[src/sv/pal_pkg.sv]
// pal_pkg: shared widths, codes and cell interface structs for positional_array_list.
// Used by pal_cell and positional_array_list; no dependencies.
package pal_pkg;

  localparam int CAPACITY = 64;
  localparam int IDX_W    = $clog2(CAPACITY);
  localparam int CNT_W    = $clog2(CAPACITY + 1);
  localparam int POS_W    = 7;
  localparam int VAL_W    = 32;
  localparam int CMP_W    = ((POS_W > CNT_W) ? POS_W : CNT_W) + 1;

  typedef enum logic [1:0] {
    K_INSERT = 2'd0,
    K_REMOVE = 2'd1,
    K_READ   = 2'd2,
    K_SEARCH = 2'd3
  } kind_t;

  typedef enum logic [1:0] {
    ST_OK    = 2'd0,
    ST_RANGE = 2'd1,
    ST_FULL  = 2'd2
  } status_t;

  typedef enum logic [1:0] {
    SH_HOLD = 2'd0,
    SH_INS  = 2'd1,
    SH_REM  = 2'd2
  } shift_op_t;

  // broadcast to every cell: shift the row around a 0-based slot
  typedef struct packed {
    shift_op_t                op;
    logic [IDX_W-1:0]         idx;
    logic signed [VAL_W-1:0]  value;
  } cell_cmd_t;

  // lookup token walking down the row, one cell per cycle
  typedef struct packed {
    logic                     valid;
    logic                     is_search;
    logic signed [VAL_W-1:0]  key;
    logic [IDX_W-1:0]         target;
    logic [CNT_W-1:0]         count;
    logic [CNT_W-1:0]         found;
    logic signed [VAL_W-1:0]  rd;
  } probe_t;

endpackage

[src/sv/pal_cell.sv]
// pal_cell: one list slot plus one stage of the lookup chain.
// Depends on pal_pkg.
module pal_cell (
  input  logic                          clk,
  input  logic                          rst_n,
  input  logic [pal_pkg::IDX_W-1:0]     cell_idx,
  input  pal_pkg::cell_cmd_t            cmd,
  input  logic signed [pal_pkg::VAL_W-1:0] left_val,
  input  logic signed [pal_pkg::VAL_W-1:0] right_val,
  output logic signed [pal_pkg::VAL_W-1:0] entry,
  input  pal_pkg::probe_t               probe_in,
  output pal_pkg::probe_t               probe_out
);

  logic signed [pal_pkg::VAL_W-1:0] entry_r;
  pal_pkg::probe_t                  probe_r;
  pal_pkg::probe_t                  probe_nxt;

  assign entry     = entry_r;
  assign probe_out = probe_r;

  // slots above the count hold don't-care data, so they shift freely
  always_ff @(posedge clk) begin
    unique case (cmd.op)
      pal_pkg::SH_INS: begin
        if (cell_idx > cmd.idx) begin
          entry_r <= left_val;
        end else if (cell_idx == cmd.idx) begin
          entry_r <= cmd.value;
        end
      end
      pal_pkg::SH_REM: begin
        if (cell_idx >= cmd.idx) begin
          entry_r <= right_val;
        end
      end
      default: begin
        entry_r <= entry_r;
      end
    endcase
  end

  always_comb begin
    probe_nxt = probe_in;
    if (probe_in.valid) begin
      if (probe_in.is_search) begin
        if ((probe_in.found == '0) &&
            (pal_pkg::CNT_W'(cell_idx) < probe_in.count) &&
            (entry_r == probe_in.key)) begin
          probe_nxt.found = pal_pkg::CNT_W'(cell_idx) + pal_pkg::CNT_W'(1);
        end
      end else if (cell_idx == probe_in.target) begin
        probe_nxt.rd = entry_r;
      end
    end
  end

  always_ff @(posedge clk) begin
    if (!rst_n) begin
      probe_r.valid <= 1'b0;
    end else begin
      probe_r <= probe_nxt;
    end
  end

endmodule

[config.mk]
export PLATFORM = sky130hd
export DESIGN_NAME = pal_cell
export DESIGN_NICKNAME = d
export VERILOG_FILES = /design/src/sv/pal_pkg.sv /design/src/sv/pal_cell.sv
export SDC_FILE = /design/constraint.sdc
export NUM_CORES = 1
export LEC_CHECK = 0
export BUFFER_PORTS_ARGS = -buffer_cell sky130_fd_sc_hd__buf_4
export CAP_MARGIN = 40
export CORE_AREA = 3 3 123 125
export DETAILED_ROUTE_END_ITERATION = 6
export DIE_AREA = 0 0 126 128
export PLACE_DENSITY = 0.79
export REMOVE_ABC_BUFFERS = 1
export SYNTH_ARGS = -nofsm -noshare
export SYNTH_HDL_FRONTEND = slang
export SYNTH_SLANG_ARGS = --single-unit
[constraint.sdc]
create_clock -name clk -period 3.62 [get_ports clk]
set_input_delay 0.362 -clock clk [delete_from_list [all_inputs] [get_ports clk]]
set_output_delay 0.362 -clock clk [all_outputs]
set_load 0.01 [all_outputs]
==> results_dict.tcl <==
set metrics [dict create \
    status "finished, final reports clean" \
    routabilityCongestion 0.857 \
    syn-instance-count 419 \
    drtAntennaViolNets 0 \
    die_h_um 128 \
    die_area_sq_um 16100 \
    grt_use_total 0.214 \
    core-area_sq_um 14000 \
    layout.nets 946 \
    synth-simple-area-share 0.0994 \
    grt_setup_unrepaired "no" \
    syn_to_final_growth_pct 57.3 \
    yosysSeqAreaShare 0.629 \
    avgSynthCellArea_sq_um 13.4 \
    maxCapViolCount 0 \
    grt_pass1_vias 5044 \
    floorplan.initialDensity 0.401 \
    async_flop_share 0 \
    io_pins 316 \
    synth_area_sq_um 5610 \
    slew_headroom 0.559 \
    grt_max_degree 65 \
    drc_errors 0 \
    synth_edf_count 117 \
    drive_gt1_frac 0.515 \
    cts-root-buf "clkbuf_16" \
    fmax_ghz 0.401 \
    via_per_inst 5.11 \
    drt_iter0_markers 218 \
    cts_setup_buffers 0 \
    synth_cell_types 34 \
    antennaDiodeCount 0 \
    clock-sinks 118 \
    utilization 0.631 \
    firstDrtPassIters 4 \
    synth_ff_type "edfxtp_1" \
    skew_ns 0.00796 \
    synth-xor-area-share 0.0671 \
    synth_compound_area_frac 0.0867 \
    cts_resized 0 \
    hold_violations 0 \
    num_rows 43 \
    synthMuxAreaShare 0.0642 \
    vias 4741 \
    drt_wl_total_um 17900 \
    setup-violations-final 0 \
    crit_path_max_fanout 7 \
    layout_min_cycle_time_ns 2.49 \
    hold_buffers 0 \
    leakage_nw 3.77 \
    ir_worst_vdd_uv 268 \
    synth_top_family_by_area "simple AND/OR/NAND/NOR gates" \
    path_class "register to register" \
    antenna_found_initial 0 \
    worst_slew_pin_slew_ns 0.660 \
    wire_per_inst_um 19.3 \
    arrival_ns 2.73 \
    die_x_um 126 \
    required_ns 3.86 \
    cts_tree "done" \
    ys_ff_latch 118 \
    grt_pass1_wl_um 26600 \
    slew_violations 0 \
    power_mw 4.09 \
    htreeDepth 4 \
    power_density_nw_per_um2 463 \
    place_hpwl_um 13800 \
    period_share 0.688 \
    synthAdderAreaFrac 0.0267 \
    cts_buffer_depth 2 \
    cts_buffers 17 \
    path_clk_slew_ns 0.06 \
    clock_latency_ns 0.41 \
    critPathLaunchType "register" \
    gr-total-overflow 0 \
    min_path_type "primary input to register" \
    synth_warnings 0 \
    portBuffers 315 \
    endpoint_kind "register" \
]
[layout make-up]
| class | count | area (sq um) |
|---|---|---|
| fillers | 1105 | 5160 |
| flip-flops and latches | 118 | 3530 |
| repair buffers | 322 | 2480 |
| multi-input cells | 263 | 1970 |
| clock buffers | 17 | 425 |
| well taps | 180 | 225 |
| clock inverters | 13 | 140 |
| inverters | 14 | 52.6 |
[synthesized netlist by cell type, drive strengths merged, types with 2 or more instances]
library cell	number	area, sq um
nor3	2	10.0
nor2b	2	12.5
buf	5	23.8
o21bai	6	45.0
nand2b	2	12.5
and2	2	12.5
a31oi	33	206
ha	12	150
nor2	32	120
nor3b	2	15.0
a21o	4	30.0
clkbuf	19	72.6
o21ai	34	170
xor2	38	333
xnor2	5	43.8
and3	2	12.5
mux2	32	360
nand4	3	18.8
edfxtp	117	3510
nor4	8	50.1
nand3b	32	240
nand3	5	25.0
inv	14	52.6
[cell usage in the layout (no fill, tap or decap), types with 14 or more instances in the layout]
master	n
a31oi_1	33
buf_4	318
clkbuf_16	17
edfxtp_1	117
inv_1	14
mux2_2	32
nand3b_1	32
nor2_1	32
o21ai_0	33
xor2_1	38
[path summary, 6_finish.rpt]
| check | slack (ns) | cells after the start | start | endpoint |
|---|---|---|---|---|
| worst max-delay path | 1.13 | 5 | entry[11] | probe_out[38] |
| worst min-delay path | 0.15 | 1 | probe_in[63] | probe_out[63] |
| worst max register to register | 1.13 | 5 | entry[11] | probe_out[38] |
| worst min register to register | 0.64 | 1 | entry[19] | probe_out[19] |
[kinds of logic after synthesis]
family,after synthesis
fa+ha+maj,12
buf+inv,38
simple gates,96
compound gates,80
flops,118
xor+xnor,43
mux,32
[critical path, stage by stage (launching register included)]
cell and delay [ns]:
edfxtp_1 0.44, xor2_1 0.17, nor4_1 0.52, nand4_1 0.29
or4_1 0.64, o31ai_4 0.28
[flip-flops by register name, indices dropped and copies added, names as in the netlist]
signal,flops
entry,32
probe_out,86
[power by group]
part           switching (mW)  total (mW)  internal [mW]
logic                   0.331       0.739          0.408
clock network           0.559        1.61           1.06
registers              0.0747        1.73           1.66
[routing by layer]
layer / global-route usage / share of wire
met3: 0.0717 / 0.088
met2: 0.378 / 0.52
met4: 0.107 / 0.032
met5: 0 / 0
met1: 0.230 / 0.36
[stage by stage]
| step | area (sq um) | hold WS [ns] | setup slack, ns | instances | setup TNS, ns |
|---|---|---|---|---|---|
| CTS | 8830 | 0.126 | 1.07 | 927 | 0 |
| floorplan | 5520 | 0.461 | -2.23 | 395 | -88.57 |
| global placement | 8170 | 0.553 | 1.01 | 893 | 0 |
| global route | 8830 | 0.127 | 0.954 | 927 | 0 |
| finish | 8830 | 0.147 | 1.13 | 927 | 0 |
| detailed placement | 8260 | 0.556 | 0.983 | 897 | 0 |
(Power assumes the default switching activity.)
